$ cat config.mk
export PLATFORM = sky130hd
export DESIGN_NAME = block_mean_stddev
export DESIGN_NICKNAME = d
export VERILOG_FILES = /design/src/sv/bms_pkg.sv /design/src/sv/bms_front.sv /design/src/sv/bms_queue.sv /design/src/sv/bms_div.sv /design/src/sv/bms_back.sv /design/src/sv/block_mean_stddev.sv
export SDC_FILE = /design/constraint.sdc
export NUM_CORES = 2
export LEC_CHECK = 0
export BUFFER_PORTS_ARGS = -buffer_cell sky130_fd_sc_hd__buf_2
export CORE_ASPECT_RATIO = 1.75
export CORE_MARGIN = 2
export CORE_UTILIZATION = 51
export CTS_CLUSTER_SIZE = 24
export DETAILED_ROUTE_END_ITERATION = 8
export PLACE_DENSITY = 0.76
export SETUP_SLACK_MARGIN = 0.02
export SLEW_MARGIN = 20
export SYNTH_ARGS = -nofsm -noshare
export SYNTH_HDL_FRONTEND = slang
export SYNTH_SLANG_ARGS = --single-unit
$ cat constraint.sdc
create_clock -name clk -period 15.2 [get_ports clk]
set_input_delay 2.28 -clock clk [delete_from_list [all_inputs] [get_ports clk]]
set_output_delay 2.28 -clock clk [all_outputs]
set_load 0.01 [all_outputs]
$ cat src/sv/bms_pkg.sv
// Shared constants, width functions and handshake structs of the block statistics unit.
package bms_pkg;

	localparam int MAX_BLOCK_DEF   = 4096;
	localparam int SAMPLE_BITS_DEF = 10;
	localparam int LEN_W           = 13;
	localparam int TIME_W          = 32;
	localparam int Q4_W            = 14;
	localparam int DATA_W          = 32;
	localparam int ADDR_W          = 3;
	localparam int FRAC_BITS       = 4;
	localparam int VAR_FRAC        = 8;
	localparam int QUEUE_DEPTH     = 2;

	localparam logic [LEN_W-1:0] BLOCK_LENGTH_RST = 13'd6;
	localparam logic [Q4_W-1:0]  Q4_MAX           = 14'h3fff;
	localparam logic             REG_BLOCK_LENGTH = 1'b0;

	typedef struct packed {
		logic full;
		logic empty;
	} bms_q_stat_t;

	typedef struct packed {
		logic busy;
		logic done;
	} bms_div_stat_t;

	function automatic int max2(input int a, input int b);
		return (a > b) ? a : b;
	endfunction

	function automatic int cnt_w(input int mb);
		return $clog2(mb + 1);
	endfunction

	function automatic int sum_w(input int sb, input int mb);
		return sb + $clog2(mb);
	endfunction

	function automatic int sq_w(input int sb, input int mb);
		return 2 * sb + $clog2(mb);
	endfunction

	function automatic int tsum_w(input int mb);
		return TIME_W + $clog2(mb);
	endfunction

	function automatic int dif_w(input int sb, input int mb);
		return 2 * sb + 2 * $clog2(mb);
	endfunction

	function automatic int den_w(input int mb);
		return 2 * cnt_w(mb);
	endfunction

	function automatic int var_w(input int sb);
		return 2 * sb + VAR_FRAC;
	endfunction

	function automatic int num_w(input int sb, input int mb);
		return max2(dif_w(sb, mb) + VAR_FRAC, max2(tsum_w(mb), sum_w(sb, mb) + FRAC_BITS));
	endfunction

	function automatic int quo_w(input int sb, input int mb);
		return max2(TIME_W, max2(var_w(sb), sum_w(sb, mb) + FRAC_BITS));
	endfunction

	function automatic int step_w(input int sb, input int mb);
		return $clog2(num_w(sb, mb) + 1);
	endfunction

	function automatic int job_w(input int sb, input int mb);
		return cnt_w(mb) + sum_w(sb, mb) + sq_w(sb, mb) + tsum_w(mb);
	endfunction

endpackage

$ cat src/sv/bms_front.sv
// Front end: takes requests, drops the first one, accumulates sums and hands off full blocks.
module bms_front #(
	parameter int MAX_BLOCK   = bms_pkg::MAX_BLOCK_DEF,
	parameter int SAMPLE_BITS = bms_pkg::SAMPLE_BITS_DEF,
	localparam int CW   = bms_pkg::cnt_w(MAX_BLOCK),
	localparam int SUMW = bms_pkg::sum_w(SAMPLE_BITS, MAX_BLOCK),
	localparam int SQW  = bms_pkg::sq_w(SAMPLE_BITS, MAX_BLOCK),
	localparam int TW   = bms_pkg::tsum_w(MAX_BLOCK),
	localparam int JW   = bms_pkg::job_w(SAMPLE_BITS, MAX_BLOCK),
	localparam int KW   = bms_pkg::max2(CW, bms_pkg::LEN_W)
) (
	input  logic                           clk,
	input  logic                           arst_n,
	input  logic                           sample_valid,
	output logic                           sample_stall,
	input  logic [SAMPLE_BITS-1:0]         sample,
	input  logic [bms_pkg::TIME_W-1:0]     timestamp,
	input  logic [bms_pkg::LEN_W-1:0]      block_length,
	input  bms_pkg::bms_q_stat_t           q_stat,
	output logic                           push,
	output logic [JW-1:0]                  push_data
);

	logic                     skip_q;
	logic [CW-1:0]            cnt_q;
	logic [SUMW-1:0]          sum_q;
	logic [SQW-1:0]           sq_q;
	logic [TW-1:0]            tsum_q;
	logic                     accept;
	logic                     block_end;
	logic [CW-1:0]            cnt_nx;
	logic [SUMW-1:0]          sum_nx;
	logic [SQW-1:0]           sq_nx;
	logic [TW-1:0]            tsum_nx;
	logic [2*SAMPLE_BITS-1:0] sq_prod;

	assign sample_stall = q_stat.full;
	assign accept       = sample_valid && !sample_stall;

	assign sq_prod = (2*SAMPLE_BITS)'(sample) * (2*SAMPLE_BITS)'(sample);
	assign cnt_nx  = cnt_q + CW'(1);
	assign sum_nx  = sum_q + SUMW'(sample);
	assign sq_nx   = sq_q + SQW'(sq_prod);
	assign tsum_nx = tsum_q + TW'(timestamp);

	// effective length is block_length clamped to [2, MAX_BLOCK]
	assign block_end = (cnt_nx >= CW'(2)) &&
		((KW'(cnt_nx) >= KW'(block_length)) || (cnt_nx >= CW'(MAX_BLOCK)));

	assign push      = accept && !skip_q && block_end;
	assign push_data = {cnt_nx, sum_nx, sq_nx, tsum_nx};

	always_ff @(posedge clk or negedge arst_n) begin
		if (!arst_n) begin
			skip_q <= 1'b1;
			cnt_q  <= '0;
			sum_q  <= '0;
			sq_q   <= '0;
			tsum_q <= '0;
		end else if (accept) begin
			if (skip_q) begin
				skip_q <= 1'b0;
			end else if (block_end) begin
				cnt_q  <= '0;
				sum_q  <= '0;
				sq_q   <= '0;
				tsum_q <= '0;
			end else begin
				cnt_q  <= cnt_nx;
				sum_q  <= sum_nx;
				sq_q   <= sq_nx;
				tsum_q <= tsum_nx;
			end
		end
	end

	a_clear_after_push: assert property (@(posedge clk) disable iff (!arst_n)
		push |=> (sum_q == '0 && cnt_q == '0 && tsum_q == '0))
		else $error("sums not cleared after block hand-off");

endmodule

$ cat src/sv/bms_queue.sv
// Short job queue between front end and back end.
module bms_queue #(
	parameter int MAX_BLOCK   = bms_pkg::MAX_BLOCK_DEF,
	parameter int SAMPLE_BITS = bms_pkg::SAMPLE_BITS_DEF,
	localparam int JW  = bms_pkg::job_w(SAMPLE_BITS, MAX_BLOCK),
	localparam int QPW = $clog2(bms_pkg::QUEUE_DEPTH)
) (
	input  logic                 clk,
	input  logic                 arst_n,
	input  logic                 push,
	input  logic [JW-1:0]        push_data,
	input  logic                 pop,
	output logic [JW-1:0]        pop_data,
	output bms_pkg::bms_q_stat_t stat
);

	logic [JW-1:0]  mem [bms_pkg::QUEUE_DEPTH];
	logic [QPW-1:0] wr_q;
	logic [QPW-1:0] rd_q;
	logic [QPW:0]   cnt_q;

	assign stat.full  = (cnt_q == (QPW+1)'(bms_pkg::QUEUE_DEPTH));
	assign stat.empty = (cnt_q == '0);
	assign pop_data   = mem[rd_q];

	always_ff @(posedge clk) begin
		if (push) begin
			mem[wr_q] <= push_data;
		end
	end

	always_ff @(posedge clk or negedge arst_n) begin
		if (!arst_n) begin
			wr_q  <= '0;
			rd_q  <= '0;
			cnt_q <= '0;
		end else begin
			if (push) begin
				wr_q <= wr_q + QPW'(1);
			end
			if (pop) begin
				rd_q <= rd_q + QPW'(1);
			end
			if (push && !pop) begin
				cnt_q <= cnt_q + (QPW+1)'(1);
			end else if (pop && !push) begin
				cnt_q <= cnt_q - (QPW+1)'(1);
			end
		end
	end

	a_no_overflow: assert property (@(posedge clk) disable iff (!arst_n)
		push |-> !stat.full)
		else $error("job queue overflow");

	a_no_underflow: assert property (@(posedge clk) disable iff (!arst_n)
		pop |-> !stat.empty)
		else $error("job queue underflow");

endmodule

$ cat src/sv/bms_div.sv
// Restoring divider, one quotient bit per cycle, shared by all end-of-block divisions.
module bms_div #(
	parameter int MAX_BLOCK   = bms_pkg::MAX_BLOCK_DEF,
	parameter int SAMPLE_BITS = bms_pkg::SAMPLE_BITS_DEF,
	localparam int NW  = bms_pkg::num_w(SAMPLE_BITS, MAX_BLOCK),
	localparam int DNW = bms_pkg::den_w(MAX_BLOCK),
	localparam int QW  = bms_pkg::quo_w(SAMPLE_BITS, MAX_BLOCK),
	localparam int SW  = bms_pkg::step_w(SAMPLE_BITS, MAX_BLOCK)
) (
	input  logic                   clk,
	input  logic                   arst_n,
	input  logic                   start,
	input  logic [NW-1:0]          num,
	input  logic [DNW-1:0]         den,
	input  logic [SW-1:0]          steps,
	output bms_pkg::bms_div_stat_t stat,
	output logic [QW-1:0]          quo
);

	logic [NW-1:0]  num_q;
	logic [DNW-1:0] den_q;
	logic [DNW-1:0] rem_q;
	logic [QW-1:0]  quo_q;
	logic [SW-1:0]  step_q;
	logic           busy_q;
	logic           done_q;
	logic [DNW:0]   trial;
	logic [DNW:0]   diff;
	logic           ge;

	// numerator arrives left-aligned; its top bit enters the remainder each step
	assign trial = {rem_q, num_q[NW-1]};
	assign ge    = (trial >= {1'b0, den_q});
	assign diff  = trial - {1'b0, den_q};

	assign stat.busy = busy_q;
	assign stat.done = done_q;
	assign quo       = quo_q;

	always_ff @(posedge clk or negedge arst_n) begin
		if (!arst_n) begin
			busy_q <= 1'b0;
			done_q <= 1'b0;
			step_q <= '0;
		end else begin
			done_q <= 1'b0;
			if (start) begin
				busy_q <= 1'b1;
				step_q <= steps;
			end else if (busy_q) begin
				step_q <= step_q - SW'(1);
				if (step_q == SW'(1)) begin
					busy_q <= 1'b0;
					done_q <= 1'b1;
				end
			end
		end
	end

	always_ff @(posedge clk) begin
		if (start) begin
			num_q <= num;
			den_q <= den;
			rem_q <= '0;
			quo_q <= '0;
		end else if (busy_q) begin
			num_q <= num_q << 1;
			rem_q <= ge ? diff[DNW-1:0] : trial[DNW-1:0];
			quo_q <= {quo_q[QW-2:0], ge};
		end
	end

endmodule

$ cat src/sv/bms_back.sv
// Back end: pops block jobs, runs multiply, divide and square-root steps, holds the result.
module bms_back #(
	parameter int MAX_BLOCK   = bms_pkg::MAX_BLOCK_DEF,
	parameter int SAMPLE_BITS = bms_pkg::SAMPLE_BITS_DEF,
	localparam int CW   = bms_pkg::cnt_w(MAX_BLOCK),
	localparam int SUMW = bms_pkg::sum_w(SAMPLE_BITS, MAX_BLOCK),
	localparam int SQW  = bms_pkg::sq_w(SAMPLE_BITS, MAX_BLOCK),
	localparam int TW   = bms_pkg::tsum_w(MAX_BLOCK),
	localparam int DIFW = bms_pkg::dif_w(SAMPLE_BITS, MAX_BLOCK),
	localparam int DENW = bms_pkg::den_w(MAX_BLOCK),
	localparam int NW   = bms_pkg::num_w(SAMPLE_BITS, MAX_BLOCK),
	localparam int QW   = bms_pkg::quo_w(SAMPLE_BITS, MAX_BLOCK),
	localparam int VW   = bms_pkg::var_w(SAMPLE_BITS),
	localparam int DSW  = bms_pkg::step_w(SAMPLE_BITS, MAX_BLOCK),
	localparam int JW   = bms_pkg::job_w(SAMPLE_BITS, MAX_BLOCK),
	localparam int BCW  = $clog2(bms_pkg::max2(SUMW, VW / 2) + 1)
) (
	input  logic                          clk,
	input  logic                          arst_n,
	input  bms_pkg::bms_q_stat_t          q_stat,
	output logic                          pop,
	input  logic [JW-1:0]                 pop_data,
	output logic                          div_start,
	output logic [NW-1:0]                 div_num,
	output logic [DENW-1:0]               div_den,
	output logic [DSW-1:0]                div_steps,
	input  bms_pkg::bms_div_stat_t        div_stat,
	input  logic [QW-1:0]                 div_quo,
	output logic                          result_valid,
	input  logic                          result_stall,
	output logic [bms_pkg::Q4_W-1:0]      mean_q4,
	output logic [bms_pkg::Q4_W-1:0]      stddev_q4,
	output logic [bms_pkg::TIME_W-1:0]    mean_time
);

	typedef enum logic [7:0] {
		ST_IDLE = 8'b0000_0001,
		ST_MULA = 8'b0000_0010,
		ST_MULB = 8'b0000_0100,
		ST_DIVV = 8'b0000_1000,
		ST_SQRT = 8'b0001_0000,
		ST_DIVM = 8'b0010_0000,
		ST_DIVT = 8'b0100_0000,
		ST_DONE = 8'b1000_0000
	} state_t;

	state_t                          state_q;
	logic [CW-1:0]                   j_n;
	logic [SUMW-1:0]                 j_sum;
	logic [SQW-1:0]                  j_sq;
	logic [TW-1:0]                   j_ts;
	logic [CW-1:0]                   n_q;
	logic [SUMW-1:0]                 sum_q;
	logic [TW-1:0]                   tsum_q;
	logic [DIFW-1:0]                 acc_q;
	logic [DENW-1:0]                 macc_q;
	logic [DIFW-1:0]                 mcand_q;
	logic [DENW-1:0]                 nm1_q;
	logic [SUMW-1:0]                 mplier_q;
	logic [BCW-1:0]                  stp_q;
	logic [VW-1:0]                   x_q;
	logic [VW-1:0]                   res_q;
	logic [VW-1:0]                   bit_q;
	logic [bms_pkg::Q4_W-1:0]        mean_q;
	logic [bms_pkg::Q4_W-1:0]        sd_q;
	logic [bms_pkg::TIME_W-1:0]      mt_q;
	logic                            result_valid_q;
	logic [bms_pkg::Q4_W-1:0]        mean_q4_q;
	logic [bms_pkg::Q4_W-1:0]        stddev_q4_q;
	logic [bms_pkg::TIME_W-1:0]      mean_time_q;
	logic                            last;
	logic                            out_free;
	logic [DIFW-1:0]                 acc_end;
	logic [VW:0]                     sq_trial;
	logic                            sq_ge;
	logic [VW-1:0]                   res_nx;
	logic [VW-1:0]                   x_nx;
	logic [bms_pkg::Q4_W-1:0]        sd_sat;
	logic [bms_pkg::Q4_W-1:0]        mean_sat;

	assign {j_n, j_sum, j_sq, j_ts} = pop_data;

	assign last     = (stp_q == BCW'(1));
	assign out_free = !result_valid_q || !result_stall;
	assign pop      = (state_q == ST_IDLE) && !q_stat.empty;

	// d = n*sumsq - sum^2, built one subtraction step at a time
	assign acc_end = mplier_q[0] ? acc_q - mcand_q : acc_q;

	assign sq_trial = {1'b0, res_q} + {1'b0, bit_q};
	assign sq_ge    = ({1'b0, x_q} >= sq_trial);
	assign x_nx     = sq_ge ? x_q - sq_trial[VW-1:0] : x_q;
	assign res_nx   = sq_ge ? (res_q >> 1) + bit_q : res_q >> 1;
	assign sd_sat   = (res_nx > VW'(bms_pkg::Q4_MAX)) ? bms_pkg::Q4_MAX
		: res_nx[bms_pkg::Q4_W-1:0];
	assign mean_sat = (div_quo > QW'(bms_pkg::Q4_MAX)) ? bms_pkg::Q4_MAX
		: div_quo[bms_pkg::Q4_W-1:0];

	always_comb begin
		div_start = 1'b0;
		div_num   = '0;
		div_den   = DENW'(n_q);
		div_steps = '0;
		if (state_q == ST_MULB && last) begin
			div_start = 1'b1;
			div_num   = NW'({acc_end, {bms_pkg::VAR_FRAC{1'b0}}})
				<< (NW - DIFW - bms_pkg::VAR_FRAC);
			div_den   = macc_q;
			div_steps = DSW'(DIFW + bms_pkg::VAR_FRAC);
		end else if (state_q == ST_SQRT && last) begin
			div_start = 1'b1;
			div_num   = NW'({sum_q, {bms_pkg::FRAC_BITS{1'b0}}})
				<< (NW - SUMW - bms_pkg::FRAC_BITS);
			div_steps = DSW'(SUMW + bms_pkg::FRAC_BITS);
		end else if (state_q == ST_DIVM && div_stat.done) begin
			div_start = 1'b1;
			div_num   = NW'(tsum_q) << (NW - TW);
			div_steps = DSW'(TW);
		end
	end

	always_ff @(posedge clk or negedge arst_n) begin
		if (!arst_n) begin
			state_q        <= ST_IDLE;
			result_valid_q <= 1'b0;
		end else begin
			if (state_q == ST_DONE && out_free) begin
				result_valid_q <= 1'b1;
			end else if (!result_stall) begin
				result_valid_q <= 1'b0;
			end
			unique case (state_q)
				ST_IDLE: begin
					if (pop) begin
						state_q <= ST_MULA;
					end
				end
				ST_MULA: begin
					if (last) begin
						state_q <= ST_MULB;
					end
				end
				ST_MULB: begin
					if (last) begin
						state_q <= ST_DIVV;
					end
				end
				ST_DIVV: begin
					if (div_stat.done) begin
						state_q <= ST_SQRT;
					end
				end
				ST_SQRT: begin
					if (last) begin
						state_q <= ST_DIVM;
					end
				end
				ST_DIVM: begin
					if (div_stat.done) begin
						state_q <= ST_DIVT;
					end
				end
				ST_DIVT: begin
					if (div_stat.done) begin
						state_q <= ST_DONE;
					end
				end
				ST_DONE: begin
					if (out_free) begin
						state_q <= ST_IDLE;
					end
				end
				default: state_q <= ST_IDLE;
			endcase
		end
	end

	always_ff @(posedge clk) begin
		unique case (state_q)
			ST_IDLE: begin
				if (pop) begin
					n_q      <= j_n;
					sum_q    <= j_sum;
					tsum_q   <= j_ts;
					acc_q    <= '0;
					macc_q   <= '0;
					mcand_q  <= DIFW'(j_sq);
					nm1_q    <= DENW'(j_n - CW'(1));
					mplier_q <= SUMW'(j_n);
					stp_q    <= BCW'(CW);
				end
			end
			ST_MULA: begin
				if (mplier_q[0]) begin
					acc_q  <= acc_q + mcand_q;
					macc_q <= macc_q + nm1_q;
				end
				nm1_q <= nm1_q << 1;
				if (last) begin
					mcand_q  <= DIFW'(sum_q);
					mplier_q <= sum_q;
					stp_q    <= BCW'(SUMW);
				end else begin
					mcand_q  <= mcand_q << 1;
					mplier_q <= mplier_q >> 1;
					stp_q    <= stp_q - BCW'(1);
				end
			end
			ST_MULB: begin
				acc_q    <= acc_end;
				mcand_q  <= mcand_q << 1;
				mplier_q <= mplier_q >> 1;
				stp_q    <= stp_q - BCW'(1);
			end
			ST_DIVV: begin
				if (div_stat.done) begin
					x_q   <= div_quo[VW-1:0];
					res_q <= '0;
					bit_q <= VW'(1) << (VW - 2);
					stp_q <= BCW'(VW / 2);
				end
			end
			ST_SQRT: begin
				x_q   <= x_nx;
				res_q <= res_nx;
				bit_q <= bit_q >> 2;
				stp_q <= stp_q - BCW'(1);
				if (last) begin
					sd_q <= sd_sat;
				end
			end
			ST_DIVM: begin
				if (div_stat.done) begin
					mean_q <= mean_sat;
				end
			end
			ST_DIVT: begin
				if (div_stat.done) begin
					mt_q <= div_quo[bms_pkg::TIME_W-1:0];
				end
			end
			ST_DONE: begin
				if (out_free) begin
					mean_q4_q   <= mean_q;
					stddev_q4_q <= sd_q;
					mean_time_q <= mt_q;
				end
			end
			default: begin
			end
		endcase
	end

	assign result_valid = result_valid_q;
	assign mean_q4      = mean_q4_q;
	assign stddev_q4    = stddev_q4_q;
	assign mean_time    = mean_time_q;

	a_result_from_done: assert property (@(posedge clk) disable iff (!arst_n)
		$rose(result_valid_q) |-> $past(state_q == ST_DONE))
		else $error("result raised outside completion");

	a_div_start_idle: assert property (@(posedge clk) disable iff (!arst_n)
		div_start |-> !div_stat.busy)
		else $error("divider started while busy");

endmodule

$ cat src/sv/block_mean_stddev.sv
// Top level of the block mean and standard deviation unit: register port and unit wiring.
// Requests (sample, timestamp) are taken one per cycle while the two-entry job queue has
// room; the first request after reset is dropped. Each completed block is then worked
// off by the back end with the shift-add multiplier, the one-bit-per-cycle divider used
// three times and the two-bit-per-cycle square root. Up to two finished blocks wait in
// the queue and one result in the output register. block_length at byte address 0 is
// clamped to [2, MAX_BLOCK]; write it only while the unit is idle. No clearing pass
// after reset.
module block_mean_stddev #(
	parameter int MAX_BLOCK   = bms_pkg::MAX_BLOCK_DEF,
	parameter int SAMPLE_BITS = bms_pkg::SAMPLE_BITS_DEF,
	localparam int DENW = bms_pkg::den_w(MAX_BLOCK),
	localparam int NW   = bms_pkg::num_w(SAMPLE_BITS, MAX_BLOCK),
	localparam int QW   = bms_pkg::quo_w(SAMPLE_BITS, MAX_BLOCK),
	localparam int DSW  = bms_pkg::step_w(SAMPLE_BITS, MAX_BLOCK),
	localparam int JW   = bms_pkg::job_w(SAMPLE_BITS, MAX_BLOCK)
) (
	input  logic                          clk,
	input  logic                          arst_n,
	input  logic                          psel,
	input  logic                          penable,
	input  logic                          pwrite,
	input  logic [bms_pkg::ADDR_W-1:0]    paddr,
	input  logic [bms_pkg::DATA_W-1:0]    pwdata,
	output logic [bms_pkg::DATA_W-1:0]    prdata,
	output logic                          pready,
	input  logic                          sample_valid,
	output logic                          sample_stall,
	input  logic [SAMPLE_BITS-1:0]        sample,
	input  logic [bms_pkg::TIME_W-1:0]    timestamp,
	output logic                          result_valid,
	input  logic                          result_stall,
	output logic [bms_pkg::Q4_W-1:0]      mean_q4,
	output logic [bms_pkg::Q4_W-1:0]      stddev_q4,
	output logic [bms_pkg::TIME_W-1:0]    mean_time
);

	logic [bms_pkg::LEN_W-1:0] block_length_q;
	logic                      reg_sel;
	logic                      push;
	logic [JW-1:0]             push_data;
	logic                      pop;
	logic [JW-1:0]             pop_data;
	bms_pkg::bms_q_stat_t      q_stat;
	logic                      div_start;
	logic [NW-1:0]             div_num;
	logic [DENW-1:0]           div_den;
	logic [DSW-1:0]            div_steps;
	bms_pkg::bms_div_stat_t    div_stat;
	logic [QW-1:0]             div_quo;

	assign pready  = 1'b1;
	assign reg_sel = (paddr[bms_pkg::ADDR_W-1] == bms_pkg::REG_BLOCK_LENGTH);
	assign prdata  = reg_sel ? bms_pkg::DATA_W'(block_length_q) : '0;

	always_ff @(posedge clk or negedge arst_n) begin
		if (!arst_n) begin
			block_length_q <= bms_pkg::BLOCK_LENGTH_RST;
		end else if (psel && penable && pwrite && pready && reg_sel) begin
			block_length_q <= pwdata[bms_pkg::LEN_W-1:0];
		end
	end

	bms_front #(
		.MAX_BLOCK  (MAX_BLOCK),
		.SAMPLE_BITS(SAMPLE_BITS)
	) u_front (
		.clk         (clk),
		.arst_n      (arst_n),
		.sample_valid(sample_valid),
		.sample_stall(sample_stall),
		.sample      (sample),
		.timestamp   (timestamp),
		.block_length(block_length_q),
		.q_stat      (q_stat),
		.push        (push),
		.push_data   (push_data)
	);

	bms_queue #(
		.MAX_BLOCK  (MAX_BLOCK),
		.SAMPLE_BITS(SAMPLE_BITS)
	) u_queue (
		.clk      (clk),
		.arst_n   (arst_n),
		.push     (push),
		.push_data(push_data),
		.pop      (pop),
		.pop_data (pop_data),
		.stat     (q_stat)
	);

	bms_div #(
		.MAX_BLOCK  (MAX_BLOCK),
		.SAMPLE_BITS(SAMPLE_BITS)
	) u_div (
		.clk   (clk),
		.arst_n(arst_n),
		.start (div_start),
		.num   (div_num),
		.den   (div_den),
		.steps (div_steps),
		.stat  (div_stat),
		.quo   (div_quo)
	);

	bms_back #(
		.MAX_BLOCK  (MAX_BLOCK),
		.SAMPLE_BITS(SAMPLE_BITS)
	) u_back (
		.clk         (clk),
		.arst_n      (arst_n),
		.q_stat      (q_stat),
		.pop         (pop),
		.pop_data    (pop_data),
		.div_start   (div_start),
		.div_num     (div_num),
		.div_den     (div_den),
		.div_steps   (div_steps),
		.div_stat    (div_stat),
		.div_quo     (div_quo),
		.result_valid(result_valid),
		.result_stall(result_stall),
		.mean_q4     (mean_q4),
		.stddev_q4   (stddev_q4),
		.mean_time   (mean_time)
	);

endmodule
==> impl_metrics.csv <==
group,metric,value,unit
synth,synth_area_leaders,"edfxtp_1, ha_1, dfrtp_1",
global_routing,grt_max_degree,97,
finish,fin_area,57300,sq um
finish,drive_above_1_share,10.1,%
critical_path,worstSetupPathType,"in -> reg",
synth,syn_avg_cell_area,11.0,sq um
floorplanning,ioPinCount,179,
floorplanning,rows,155,
floorplanning,start_util,51.3,%
power,ir_worst_vdd,0.133,mV
finish,syn_to_final_growth,9.66,%
global_routing,grt_usage,24.4,%
synth,yosysTopAreaCell,"edfxtp_1",
critical_path,critPathArrivalTime,7980,ps
drt,wire_per_inst,20.4,um
drt,drt-total-wl,127000,um
clocking,clock_sinks,932,
global_routing,antenna_found_initial,2,
synth,ys_ff_latch,932,
placed_design,gp_congestion,0.945,
sta,fin_crit_sh,49.7,%
placed_design,port_buffers,137,
sta,fmax,132,MHz
clocking,numCtsBuffers,85,
clocking,clockBufferDepth,3,
clocking,clock_latency,730,ps
critical_path,worstSetupStartpointType,"primary input",
clocking,cts_setup_buffers,0,
placed_design,hpwl,91000,um
floorplanning,die_area,105000,sq um
global_routing,first_global_vias,37600,
sta,min_period,7550,ps
drt,dr.pass1.iters,9,
synth,syn_inst,4734,
sta,tightest_slew,1100,ps
clocking,cts_root_buf,"clkbuf_16",
synth,synth_edf_count,728,
sta,skew,86.3,ps
clocking,clkTransAtPathRegs,60,ps
critical_path,required,15630,ps
sta,rsz0062_at_grt,"false",
status,failed_checks,"DRC",
floorplanning,die_x,246,um
sta,setup_viol,0,
global_routing,grt_pass1_wl,201000,um
floorplanning,die_h,427,um
status,status,"finished, violations left",
finish,layout_commonest_cell,"edfxtp_1",
sta,relSlewSlack,26.3,%
power,p_leak,23.8,nW
synth,yosysSeqAreaShare,51.1,%
floorplanning,core,102000,sq um
clocking,h-tree-depth,3,
drt,vias_per_cell,5.88,
drt,vias,36500,
sta,maxSlewViolCount,0,
finish,final_cell_mix,"edfxtp_1, nand2_1, inv_1",
sta,fin_tns_setup,0,ps
drt,drtIter0Drc,2440,
clocking,cts_tree,"done",
global_routing,overflow,0,
synth,synth_flop_cell,"edfxtp_1",
drt,drc,3,
synth,synthDistinctLibCells,95,
synth,syn_area,52200,sq um
power,p_per_area,130,nW/um^2
finish,nNetsFinal,5271,
clocking,ctsHoldBuffers,0,
worst_hold_path,worstHoldPathType,"reg -> reg",
sta,hold_violations,0,
synth,yosysWarnings,0,
clocking,cts_resized,0,
synth,synth_top_area_share,41.9,%
critical_path,cp_max_fo,8,
critical_path,crit_path_end_kind,"flip-flop",
drt,postRouteAntennaNets,0,
placed_design,place_area,54200,sq um
synth,synthArstFlopShare,15.7,%
run,max_cap_violations,0,
==> power breakdown <==
part / total, mW / switching (mW) / leakage [nW] / internal (mW)
sequential: 3.16 / 0.0948 / 9.00 / 3.06
combinational: 1.93 / 1.19 / 13.3 / 0.745
clock: 2.33 / 1.02 / 1.46 / 1.31
total: 7.42 / 2.30 / 23.8 / 5.12
==> cell type report <==
| type | instances | area [sq um] |
|---|---|---|
| multi-input cells | 3274 | 23600 |
| clock inverters | 59 | 759 |
| flip-flops and latches | 932 | 26700 |
| diodes | 2 | 5.00 |
| fillers | 8381 | 44500 |
| well taps | 1334 | 1670 |
| inverters | 324 | 1220 |
| clock buffers | 101 | 2260 |
| repair buffers | 183 | 1060 |
==> synthesized netlist by cell type, types with 38 or more instances <==
master,count
a22o_1,38
o21ai_0,311
nand3_1,63
nor2b_1,52
o22ai_1,64
clkbuf_1,171
nand2b_1,47
a21oi_1,240
nand2_1,435
a31oi_1,41
xnor2_1,205
nor2_1,311
ha_1,314
o21bai_1,47
fa_1,73
and3_1,53
edfxtp_1,728
mux2i_1,125
mux2_2,95
xor2_1,110
inv_1,320
and2_1,68
a21o_1,103
dfrtp_1,142
dfxtp_1,58
nor3_1,62
==> registers in the layout, summed over array words and instances (netlist names), 28 cells and up <==
register,flops
u_back.tsum_q,44
u_back.mean_time,32
u_back.mt_q,32
u_front.tsum_q,44
u_back.mcand_q,44
u_div.quo,32
u_front.sq_q,32
u_back.acc_q,44
u_queue.mem,222
u_div.num_q,44
u_back.res_q,28
u_back.x_q,28
==> logic make-up after synthesis <==
| family | synth area share [%] |
|---|---|
| AND/OR/NAND/NOR | 10.7 |
| multiplexers | 4.44 |
| adder cells (fa/ha/maj) | 10.3 |
| other | 0.0144 |
| flip-flops | 51.1 |
| buffers and inverters | 4.10 |
| XOR/XNOR | 5.28 |
| AO/OA/AOI/OAI | 14.0 |
==> critical path, cell delays in order <==
cell	delay (ps)
buf_2	210
inv_1	190
nor2_1	230
ha_1	280
xnor2_1	210
fa_1	480
fa_1	520
fa_1	550
inv_1	50
fa_1	530
inv_1	40
ha_1	330
and3_1	180
a21oi_1	270
o211ai_1	220
a41oi_1	510
o21ai_0	380
and4_1	360
xor2_1	150
==> per-layer routing <==
layer	vias up	share of wire (%)	global-route usage, %
met5	-	0	0
met4	0	6.9	16.2
met3	369	4.3	2.78
met2	1069	54	46.1
met1	17900	35	25.0
li1	17200	-	-
==> through the flow <==
step                hold slack, ps  std cells  total power, mW  setup WS, ps  utilization [%]
floorplan                      400       4752             4.64          6870                -
global placement               401       6046             5.03          6990             53.2
detailed placement             405       6047             5.12          6940             53.3
CTS                            384       6207             7.43          7680             56.2
global route                   392       6208             7.82          7250             56.2
finish                         379       6209             7.42          7650             56.2
==> worst paths after layout <==
path | to | start | depth (start not counted) | slack (ps)
max in group asynchronous | u_front.sq_q[31] | arst_n | 3 | 11800
min in group asynchronous | block_length_q[10] | arst_n | 1 | 1560
hold reg to reg | u_back.stddev_q4[0] | u_back.sd_q[0] | 0 | 380
setup / recovery | u_queue.mem[0][69] | sample[4] | 19 | 7650
hold / removal | u_back.stddev_q4[0] | u_back.sd_q[0] | 0 | 380
setup reg to reg | u_back.sd_q[6] | u_back.res_q[2] | 24 | 8660
Power figures use the tool's default switching activity.
